--- config.mk ---
export PLATFORM = sky130hd
export DESIGN_NAME = bfa_cell
export DESIGN_NICKNAME = d
export VERILOG_FILES = /design/src/hdl/bfa_pkg.sv /design/src/hdl/bfa_cell.sv
export SDC_FILE = /design/constraint.sdc
export NUM_CORES = 1
export LEC_CHECK = 0
export BUFFER_PORTS_ARGS = -buffer_cell sky130_fd_sc_hd__buf_4
export CAP_MARGIN = 20
export CORE_MARGIN = 2
export CORE_UTILIZATION = 45
export CTS_CLUSTER_DIAMETER = 200
export DETAILED_ROUTE_END_ITERATION = 12
export PLACE_DENSITY = 0.79
export SLEW_MARGIN = 20
export SYNTH_ARGS = -nofsm -noshare
export SYNTH_HDL_FRONTEND = slang
export SYNTH_SLANG_ARGS = --single-unit
--- constraint.sdc ---
create_clock -name clk -period 3.7 [get_ports clk]
set_input_delay 0 -clock clk [delete_from_list [all_inputs] [get_ports clk]]
set_output_delay 0 -clock clk [all_outputs]
set_load 0.01 [all_outputs]
--- src/hdl/bfa_pkg.sv ---
// shared constants and types of the best-fit block allocator
package bfa_pkg;

    // default table depth and block size width
    localparam int MAX_BLOCKS_DEF = 32;
    localparam int SIZE_BITS_DEF  = 24;

    // fixed field widths of the ports
    localparam int INDEX_FIELD_W = 5;
    localparam int CFG_W         = 6;

    // request kinds
    localparam logic KIND_LOAD  = 1'b0;
    localparam logic KIND_ALLOC = 1'b1;

    // broadcast controls from the sequencer to every cell
    typedef struct packed {
        logic load_en;
        logic alloc_en;
    } bfa_ctrl_t;

endpackage

--- src/hdl/bfa_cell.sv ---
// one table entry: block size, allocated mark and one stage of the search chain
module bfa_cell
    import bfa_pkg::*;
#(
    parameter int MAX_BLOCKS = MAX_BLOCKS_DEF,
    parameter int SIZE_BITS  = SIZE_BITS_DEF,
    parameter int CELL_IDX   = 0,
    localparam int IDX_W     = $clog2(MAX_BLOCKS)
)
(
    input  logic                     clk,
    input  logic                     rst_n,
    input  bfa_ctrl_t                ctrl,
    input  logic [INDEX_FIELD_W-1:0] load_idx,
    input  logic [SIZE_BITS-1:0]     load_size,
    input  logic [IDX_W-1:0]         alloc_idx,
    input  logic [CFG_W-1:0]         num_blocks,
    input  logic                     tok_valid_in,
    input  logic                     tok_have_in,
    input  logic [SIZE_BITS-1:0]     tok_rem_in,
    input  logic [IDX_W-1:0]         tok_idx_in,
    input  logic [SIZE_BITS-1:0]     tok_req_in,
    output logic                     tok_valid_out,
    output logic                     tok_have_out,
    output logic [SIZE_BITS-1:0]     tok_rem_out,
    output logic [IDX_W-1:0]         tok_idx_out,
    output logic [SIZE_BITS-1:0]     tok_req_out
);

    localparam logic [IDX_W-1:0] MY_IDX = IDX_W'(CELL_IDX);

    logic [SIZE_BITS-1:0] size_reg;
    logic                 mark_reg;
    logic                 mark_next;
    logic                 load_hit;
    logic                 alloc_hit;
    logic                 in_range;
    logic                 fits;
    logic                 take;
    logic [SIZE_BITS-1:0] rem;

    logic                 tok_valid_reg;
    logic                 tok_have_reg;
    logic [SIZE_BITS-1:0] tok_rem_reg;
    logic [IDX_W-1:0]     tok_idx_reg;
    logic [SIZE_BITS-1:0] tok_req_reg;

    // address decode of the broadcasts
    assign load_hit  = ctrl.load_en && (int'(load_idx) == CELL_IDX);
    assign alloc_hit = ctrl.alloc_en && (alloc_idx == MY_IDX);
    assign in_range  = (CELL_IDX < int'(num_blocks));

    // mark update: a load frees the entry, an allocation takes it
    always_comb
    begin
        mark_next = mark_reg;
        if (load_hit)
        begin
            mark_next = 1'b0;
        end
        else if (alloc_hit)
        begin
            mark_next = 1'b1;
        end
    end

    always_ff @(posedge clk or negedge rst_n)
    begin
        if (!rst_n)
        begin
            mark_reg <= 1'b0;
        end
        else
        begin
            mark_reg <= mark_next;
        end
    end

    // block size store
    always_ff @(posedge clk)
    begin
        if (load_hit)
        begin
            size_reg <= load_size;
        end
    end

    // compare against the best candidate so far
    assign fits = tok_valid_in && in_range && !mark_reg && (size_reg >= tok_req_in);
    assign rem  = size_reg - tok_req_in;
    assign take = fits && (!tok_have_in || (rem < tok_rem_in));

    always_ff @(posedge clk or negedge rst_n)
    begin
        if (!rst_n)
        begin
            tok_valid_reg <= 1'b0;
        end
        else
        begin
            tok_valid_reg <= tok_valid_in;
        end
    end

    // hand the candidate on to the next cell
    always_ff @(posedge clk)
    begin
        tok_have_reg <= tok_have_in || take;
        tok_rem_reg  <= take ? rem : tok_rem_in;
        tok_idx_reg  <= take ? MY_IDX : tok_idx_in;
        tok_req_reg  <= tok_req_in;
    end

    assign tok_valid_out = tok_valid_reg;
    assign tok_have_out  = tok_have_reg;
    assign tok_rem_out   = tok_rem_reg;
    assign tok_idx_out   = tok_idx_reg;
    assign tok_req_out   = tok_req_reg;

endmodule

* Word level (Yosys, flattened, before mapping)
Index checks and enable logic that the tools add are counted.
** Word-level totals
- Register bits after elaboration :: 80
- Bits in latches :: 0
- RAM bits :: 0
- Bits in read-only memories :: 0
- Input bits :: 99
- Memories :: 0
** Cells by class
- Add/sub/neg operators :: 1
- $mul :: 0
- Divide/modulo/power cells :: 0
- Magnitude comparators :: 3
- Equality and inequality tests :: 0
- Shift operators :: 0
- Multiplexer cells :: 3
- Bitwise logic cells :: 0
- Reduce and logical (&&, ||, !) cells :: 13
** Operator list (number)
- >= comparator 24 bit :: 1
- less-than comparator 24 bit :: 1
- two-way mux 24 bit :: 1
- subtractor 24 bit :: 1
- logical NOT 5 bit :: 2
- logical AND 1 bit :: 6
- less-than comparator 1 x 6 -> 1 bit, first input constant :: 1
- logical NOT 1 bit :: 2
- logical OR 1 bit :: 2
- two-way mux 1 bit :: 2
- nonzero test 2 bit :: 1

* Depth between registers and ports, before layout
Gate-level depths: netlist (run 1).
- Depth in word-level cells :: 6
- Depth in mapped cells :: 19
- Mapped depth without buffers :: 17

* Least setup slack after synthesis (run 1)
OpenSTA, ideal clock, no wires.
- Path type :: register to register
- Start :: register size_reg[0]
- End :: register tok_rem_reg[20], in the netlist tok_rem_out[20]
- Arrival time :: 3.975 ns
- Data required time :: 3.579 ns
- Slack :: -0.396 ns
- Stages on the path, launching flop included :: 19
- Buffers on the path :: 2
- Cell sequence :: edfxtp_1 -> inv_1 -> ha_1 -> fa_1 -> and2b_1 -> o21bai_4 -> a21o_1 -> o31a_1 -> o31ai_2 -> xor2_1 -> ha_1 -> nand4_1 -> or4_1 -> a311oi_1 -> o21ai_1 -> nand2b_4 -> buf_12 -> buf_12 -> mux2_4
** On the way
- Word-level cells in the longest chain between the ends :: 5
- Elaborated cells on any way between the ends :: 7
** Ends and longest elaborated chain
- from (decl) :: line bfa_cell.sv:32 : logic [SIZE_BITS-1:0] size_reg;
- from (signal assigned) :: line bfa_cell.sv:84 : size_reg <= load_size;
- subtractor 24 bit :: line bfa_cell.sv:90 : assign rem = size_reg - tok_req_in;
- less-than comparator 24 bit :: line bfa_cell.sv:91 : assign take = fits && (!tok_have_in || (rem < tok_rem_in));
- logical OR 1 bit :: line bfa_cell.sv:91
- logical AND 1 bit :: line bfa_cell.sv:91
- two-way mux 24 bit * :: line bfa_cell.sv:109 : tok_rem_reg <= take ? rem : tok_rem_in;
- to (signal assigned) :: line bfa_cell.sv:109
- to (decl) :: line bfa_cell.sv:44 : logic [SIZE_BITS-1:0] tok_rem_reg;
Every way passes the cells marked *; elsewhere a longest branch is shown, timed or not.
A chain may end at the register's enable or synchronous reset.

* Final worst setup path (run 1)
- Start :: register size_reg[0]
- End :: register tok_rem_reg[5], in the netlist tok_rem_out[5]
Same word-level chain as after synthesis.

==> impl_summary.log, run 1 <==
[metrics] Std-Cell Core Area: 9150 µm²
[metrics] Critical Path RT: 3.95 ns
[metrics] cells along the critical path: inv_2 -> ha_4 -> fa_2 -> and2b_2 -> o21bai_4 -> a21o_1 -> o31a_1 -> o31ai_2 -> xor2_1 -> ha_1 -> nand4_1 -> or4_1 -> a311oi_2 -> o21ai_2 -> buf_4 -> nand2b_4 -> mux2_4
[metrics] Top Family by Delay on Critical Path: compound AO/OA/AOI/OAI gates
[metrics] setup repair after global routing missed its margin: yes
[metrics] PD cells: 311 nW/µm²
[metrics] Port Buf Inserts: 153
[metrics] post-route setup slack: -0.566 ns
[metrics] startpoint types: flop
[metrics] antenna violations before repair: 0
[metrics] fraction of final layout cells with drive strength greater than 1: 40.2%
[metrics] r2r worst-path depth: 17
[metrics] Critical Path Fanout Max: 7
[metrics] first-pass GRT wire length: 20500 µm
[metrics] Final Routed Wirelength: 13600 µm
[metrics] detailed-placement wirelength estimate: 8690 µm
[metrics] Yosys warning count: 0
[metrics] final-report hold violation count: 0
[metrics] syn avg cell area: 10.4 µm²
[metrics] number of rows in the core area: 35
[metrics] Filler Cells Inserted: 519
[metrics] worst setup path class: flop to flop
[metrics] number of antenna repair diodes: 0
[metrics] Clock Skews: 0.0105 ns
[metrics] total number of H-tree levels: 3
[metrics] Initial Utilization: 46.1%
[metrics] Crit Reg-Reg Endpoint: tok_rem_out[5]$_DFF_P_
[metrics] Worst Setup End Kind: flop
[metrics] normalized max-slew margin: 67.5%
[metrics] Syn Inst Count: 407
[metrics] die area: 10200 µm²
[metrics] maximum VDD drop: 0.247 mV
[metrics] EDFF count, synth: 24
[metrics] share of synthesized area occupied by flip-flops and latches: 43.9%
[metrics] worst hold slack: 0.0877 ns
[metrics] Clk Tree Root Cell: clkbuf_8
[metrics] antenna-violating nets left: 0
[metrics] final clock period utilization by the worst path: 115%
[metrics] maximum cell stage delay along the critical path: 0.44 ns
[metrics] top-level port count: 154
[metrics] Syn Nets: 554
[metrics] via count of the routed design: 4364
[metrics] outcome: complete, but fails checks
[metrics] post-CTS clock slew at the launch and capture registers of the worst setup and hold paths: 0.09 ns
[metrics] final estimated routing congestion in global placement: 0.902
[metrics] TritonCTS buffer count: 9
[metrics] setup slack of the worst register-to-register path: -0.57 ns
[metrics] via count of the first global-routing pass: 4541
[metrics] beginning of the worst hold path: tok_req_in[1]
[metrics] Layout Area Growth over Synthesis: 72.0%
[metrics] startpoint of the worst-slack reg-to-reg timing path: size_reg[0]$_DFFE_PP_
[metrics] violation count after the first detailed-route iteration: 249
[metrics] Critical-path top delay cell: or4_1
[metrics] Hold Path Cell Cnt: 3
[metrics] proportion of register bits with asynchronous set or reset after synthesis: 2.50%
[metrics] layout net count: 873
[metrics] sum of overflow across all layers after global routing: 0
[metrics] fmax: 234 MHz
[metrics] capture endpoint of the worst hold path: tok_rem_out[1]$_DFF_P_
[metrics] number of synthesized register bits: 80
[metrics] total setup violations reported at the end of the flow: 29
[metrics] leakage component of the power: 3.58 nW
[metrics] fin. max-slew vios: 0
[metrics] average routed wire per standard cell: 16.1 µm
[metrics] final period demand of the worst path: 4.27 ns
[metrics] height of the chip: 101 µm
[metrics] overall die width: 101 µm
[metrics] clock tree from TritonCTS: done
[metrics] Sink Count: 80
[metrics] vias per std cell: 5.18
[metrics] clock network latency to the later pin of the worst-skew pair: 0.36 ns
[metrics] arrival time at the worst endpoint: 4.51 ns
[metrics] Max Root-Sink Buffers: 2
[metrics] actual slew at the worst max-slew pin: 0.484 ns
[metrics] prevailing post-synth register cell: dfxtp_1
[metrics] total iterations of the first detailed-routing run: 5
[metrics] max-cap violation count: 0
[metrics] violations in the final reports: negative setup slack
[metrics] combined buffer and inverter count along the critical path: 2
[metrics] pre-CTS setup slack: -0.466 ns
[metrics] pin count of the biggest net entering global routing: 26
[metrics] all-layer global routing usage: 26.1%
[metrics] Mapped Area: 4220 µm²
[metrics] worst hold path class: input port to flop
[metrics] Post-Route Utilization: 79.2%
[metrics] synth unique cells: 56
[metrics] Residual DRC: 0
==> worst reg2reg max path: cells and delay by family (launching register included) <==
family / cells / cell delay (ns)
compound gates: 6 / 1.18
flops: 1 / 0.39
xor+xnor: 1 / 0.30
simple gates: 4 / 0.99
mux: 1 / 0.34
fa+ha+maj: 3 / 0.75
buf+inv: 2 / 0.21
==> routing by layer <==
metal / wire length (µm) / GRT usage (%) / share of wire, % / up-vias
li1: - / - / - / 2083
met2: 7210 / 48.7 / 53 / 206
met4: 531 / 11.6 / 3.9 / 0
met5: 0 / 0 / 0 / -
met1: 4990 / 28.5 / 37 / 2028
met3: 830 / 4.85 / 6.1 / 47
==> kinds of logic after synthesis <==
logic type / count (synthesis) / share of synthesized area, %
xor+xnor: 21 / 4.36
simple gates: 86 / 10.6
fa+ha+maj: 48 / 14.4
compound gates: 86 / 13.5
flops: 80 / 43.9
mux: 24 / 6.62
buf+inv: 62 / 6.56
==> stage by stage <==
stage | instance area (µm²) | setup TNS, ns | cells | total power, W
floorplan | 4250 | -1.59 | 407 | 0.00124
global placement | 5910 | -7.51 | 723 | 0.00148
detailed placement | 5910 | -12.07 | 723 | 0.00150
CTS | 7100 | -7.78 | 834 | 0.00220
global route | 7250 | -17.76 | 842 | 0.00235
finish | 7250 | -14.73 | 842 | 0.00225
==> where the power goes <==
group          total (W)  leakage [nW]  internal, W  switching, W
clock network   0.000612        0.0920     0.000286      0.000327
registers       0.000957         0.695     0.000944     0.0000130
logic           0.000684          2.80     0.000389      0.000295
total            0.00225          3.58      0.00162      0.000634
==> cell usage in the layout, fill, tap and decap left out, types with 3 or more instances in the layout <==
master	count
a21o_1	3
nor2_1	14
nor4_1	3
dfxtp_1	54
clkbuf_8	9
a21oi_1	29
and3_1	3
o21ai_0	14
o211ai_1	4
xnor2_1	10
ha_1	46
nor3_1	7
buf_4	224
and2_4	5
inv_1	54
nand3_1	7
nand3b_1	3
mux2_4	21
dlygate4sd3_1	84
nand2_1	23
edfxtp_1	24
nor2b_1	3
nand2b_4	4
a211oi_1	3
xor2_1	8
nand2b_1	4
nand4_1	6
buf_6	4
o21ai_1	3
==> Yosys cell counts, types with 3 or more instances <==
| cell | n | area share (%) |
|---|---|---|
| and2_1 | 7 | 1.0 |
| nand4_1 | 6 | 0.89 |
| nand3b_1 | 3 | 0.53 |
| mux2_2 | 19 | 5.1 |
| ha_1 | 47 | 14 |
| nor2b_1 | 3 | 0.45 |
| dfxtp_1 | 54 | 26 |
| xnor2_1 | 12 | 2.5 |
| edfxtp_1 | 24 | 17 |
| nand3_1 | 7 | 0.83 |
| nor4_1 | 3 | 0.45 |
| o211ai_1 | 4 | 0.71 |
| nor2_1 | 14 | 1.2 |
| a211oi_1 | 4 | 0.71 |
| nand2_1 | 23 | 2.0 |
| nor3_1 | 8 | 0.95 |
| inv_1 | 55 | 4.9 |
| a21o_1 | 3 | 0.53 |
| o21ai_0 | 17 | 2.0 |
| xor2_1 | 9 | 1.9 |
| mux2_4 | 3 | 1.1 |
| nand2b_1 | 4 | 0.59 |
| a21oi_1 | 30 | 3.6 |
| and3_1 | 3 | 0.45 |
==> worst max-delay path by stage <==
stage,from,to,slack [ns],depth (start not counted)
6_report,size_reg[0]$_DFFE_PP_,tok_rem_out[5]$_DFF_P_,-0.57,17
5_1_grt,size_reg[0]$_DFFE_PP_,tok_rem_out[16]$_DFF_P_,-0.67,17
4_1_cts,size_reg[0]$_DFFE_PP_,tok_rem_out[17]$_DFF_P_,-0.32,17
3_5_place_dp,size_reg[0]$_DFFE_PP_,tok_rem_out[9]$_DFF_P_,-0.47,16
3_3_place_gp,size_reg[0]$_DFFE_PP_,tok_rem_out[3]$_DFF_P_,-0.29,16
2_1_floorplan,size_reg[0]$_DFFE_PP_,tok_rem_out[20]$_DFF_P_,-0.14,18
==> final cells by class <==
type | instances | area (µm²) | area share, %
Clock buffer | 12 | 156 | 2.16
Timing Repair Buffer | 312 | 2570 | 35.4
Clock inverter | 4 | 27.5 | 0.380
Tap cell | 111 | 139 | 1.92
Multi-Input combinational cell | 268 | 2300 | 31.8
Inverter | 55 | 206 | 2.85
Sequential cell | 80 | 1850 | 25.5
==> repair_timing <==
action,CTS,global route
gates cloned,3,0
hold endpoints to repair,82,0
hold buffers,84,0
gates resized for setup,20,24
setup buffers,8,8
pin swaps,2,11
endpoints found under the setup margin,29,29
No activity file was read; power rests on OpenSTA's default activity.
==> inputs of run 2 (changes only) <==
--- a/config.mk
+++ b/config.mk
@@ -7,6 +7,7 @@
 export LEC_CHECK = 0
 export BUFFER_PORTS_ARGS = -buffer_cell sky130_fd_sc_hd__buf_4
 export CAP_MARGIN = 20
+export CORE_ASPECT_RATIO = 1.25
 export CORE_MARGIN = 2
 export CORE_UTILIZATION = 45
 export CTS_CLUSTER_DIAMETER = 200
==> impl_summary.log, run 2 (synthesis results as in run 1) <==
[metrics] outcome: complete, but fails checks
[metrics] violations in the final reports: negative setup slack
[metrics] first-pass GRT wire length: 20300 µm
[metrics] pin count of the biggest net entering global routing: 26
[metrics] via count of the routed design: 4182
[metrics] average routed wire per standard cell: 15.1 µm
[metrics] cells along the critical path: inv_2 -> ha_4 -> fa_2 -> and2b_2 -> o21bai_4 -> a21o_1 -> o31a_1 -> buf_4 -> buf_4 -> xnor2_1 -> ha_1 -> nand2_1 -> or4_4 -> a311oi_2 -> o21ai_2 -> nand2b_4 -> buf_12 -> mux2_2
[metrics] max-cap violation count: 0
[metrics] PD cells: 353 nW/µm²
[metrics] Critical Path RT: 3.93 ns
[metrics] total number of H-tree levels: 3
[metrics] actual slew at the worst max-slew pin: 0.381 ns
[metrics] number of standard cells in the final layout excluding fillers: 846
[metrics] Final Routed Wirelength: 12800 µm
[metrics] Initial Utilization: 46.2%
[metrics] Critical-path top delay cell: or4_4
[metrics] arrival time at the worst endpoint: 4.36 ns
[metrics] all-layer global routing usage: 25.3%
[metrics] leading cell types in the layout, fill and taps excluded: buf_4, dlygate4sd3_1, inv_1, dfxtp_1, ha_1
[metrics] Critical Path Fanout Max: 18
[metrics] total iterations of the first detailed-routing run: 4
[metrics] detailed-placement wirelength estimate: 8480 µm
[metrics] die area: 10200 µm²
[metrics] worst setup path class: flop to flop
[metrics] placed insts: 739
[metrics] fin. max-slew vios: 0
[metrics] Clock Skews: 0.00371 ns
[metrics] final-report hold violation count: 0
[metrics] post-CTS clock slew at the launch and capture registers of the worst setup and hold paths: 0.06 ns
[metrics] final estimated routing congestion in global placement: 0.840
[metrics] number of antenna repair diodes: 0
[metrics] Power Total: 0.00256 W
[metrics] clock network latency to the later pin of the worst-skew pair: 0.34 ns
[metrics] final clock period utilization by the worst path: 112%
[metrics] top-level port count: 154
[metrics] startpoint types: flop
[metrics] worst hold path class: input port to flop
[metrics] violation count after the first detailed-route iteration: 110
[metrics] Post-Route Utilization: 79.6%
[metrics] setup repair after global routing missed its margin: yes
[metrics] global routing met1 resource utilization: 26.8%
[metrics] layout net count: 865
[metrics] maximum VDD drop: 0.244 mV
[metrics] Layout Area Growth over Synthesis: 72.3%
[metrics] Clk Tree Root Cell: clkbuf_16
[metrics] antenna-violating nets left: 0
[metrics] vias per std cell: 4.94
[metrics] Residual DRC: 0
[metrics] normalized max-slew margin: 74.5%
[metrics] total setup violations reported at the end of the flow: 29
[metrics] Max Root-Sink Buffers: 2
[metrics] met3 Use GR: 4.63%
[metrics] global-route layer with the greatest usage: met2
[metrics] Std-Cell Core Area: 9130 µm²
[metrics] TritonCTS buffer count: 9
[metrics] leakage component of the power: 3.51 nW
[metrics] Port Buf Inserts: 153
[metrics] fmax: 242 MHz
[metrics] final period demand of the worst path: 4.13 ns
[metrics] overall die width: 90.6 µm
[metrics] pre-CTS setup slack: -0.367 ns
[metrics] maximum cell stage delay along the critical path: 0.53 ns
[metrics] post-detailed-placement cell area: 5970 µm²
[metrics] Top Family by Delay on Critical Path: simple AND/OR/NAND/NOR gates
[metrics] global routing met2 resource utilization: 48.0%
[metrics] Worst Setup End Kind: flop
[metrics] Sink Count: 80
[metrics] most frequent CP cell: buf_4
[metrics] antenna violations before repair: 0
[metrics] post-route setup slack: -0.431 ns
[metrics] clock tree from TritonCTS: done
[metrics] post-route standard cell area excluding fillers: 7260 µm²
[metrics] most common library cell in the layout ignoring fill and taps: buf_4
[metrics] fraction of final layout cells with drive strength greater than 1: 38.7%
[metrics] combined buffer and inverter count along the critical path: 4
[metrics] via count of the first global-routing pass: 4470
[metrics] number of rows in the core area: 39
[metrics] sum of overflow across all layers after global routing: 0
[metrics] height of the chip: 112 µm
-- run 2: layout make-up --
cell class / instances / area, µm²
clock buffers: 11 / 243
clock inverters: 5 / 80.1
fillers: 545 / 1860
inverters: 55 / 206
multi-input cells: 265 / 2190
flip-flops and latches: 80 / 1850
well taps: 123 / 154
repair buffers: 307 / 2530
-- run 2: routing by layer --
| layer | part of all wire, % | wire length, µm | vias up |
|---|---|---|---|
| met1 | 38 | 4860 | 1948 |
| met2 | 55 | 6970 | 135 |
| met5 | 0 | 0 | - |
| met4 | 3.1 | 402 | 0 |
| li1 | - | - | 2060 |
| met3 | 4.2 | 538 | 39 |
-- run 2: tightest hold or removal path: cells and delay by family --
kind                       cells  cell delay [ns]
adders and majority gates      1             0.14
muxes                          1             0.06
buffers and inverters          1             0.10
-- run 2: power by group --
group          internal [W]  switching [W]  total (W)
logic              0.000370       0.000280   0.000651
registers          0.000946      0.0000127   0.000958
clock network      0.000608       0.000347   0.000954
-- run 2: worst paths after layout --
check	from	endpoint	slack, ns	cells after the start
min	tok_req_in[0]	tok_rem_out[0]$_DFF_P_	0.02	3
max in group asynchronous	rst_n	tok_valid_out$_DFF_PN0_	3.04	3
max	size_reg[0]$_DFFE_PP_	tok_rem_out[7]$_DFF_P_	-0.43	18
min in group asynchronous	rst_n	mark_reg$_DFFE_PN0P_	0.54	3
min reg2reg	mark_reg$_DFFE_PN0P_	mark_reg$_DFFE_PN0P_	0.54	2
max reg2reg	size_reg[0]$_DFFE_PP_	tok_rem_out[7]$_DFF_P_	-0.43	18
-- run 2: metrics by stage --
step	setup TNS, ns	hold slack [ns]
finish	-11.01	0.0167
floorplan	-1.59	-0.296
global route	-16.41	0.0167
detailed placement	-9.41	-0.216
CTS	-7.97	0.00236
global placement	-6.31	-0.217
-- run 2: what timing repair did --
| item | CTS | global route |
|---|---|---|
| hold buffers | 83 | 0 |
| hold endpoints to repair | 82 | 0 |
| resized for setup | 13 | 8 |
| pin swaps | 0 | 4 |
| endpoints found under the setup margin | 29 | 29 |
| buffers inserted | 2 | 6 |
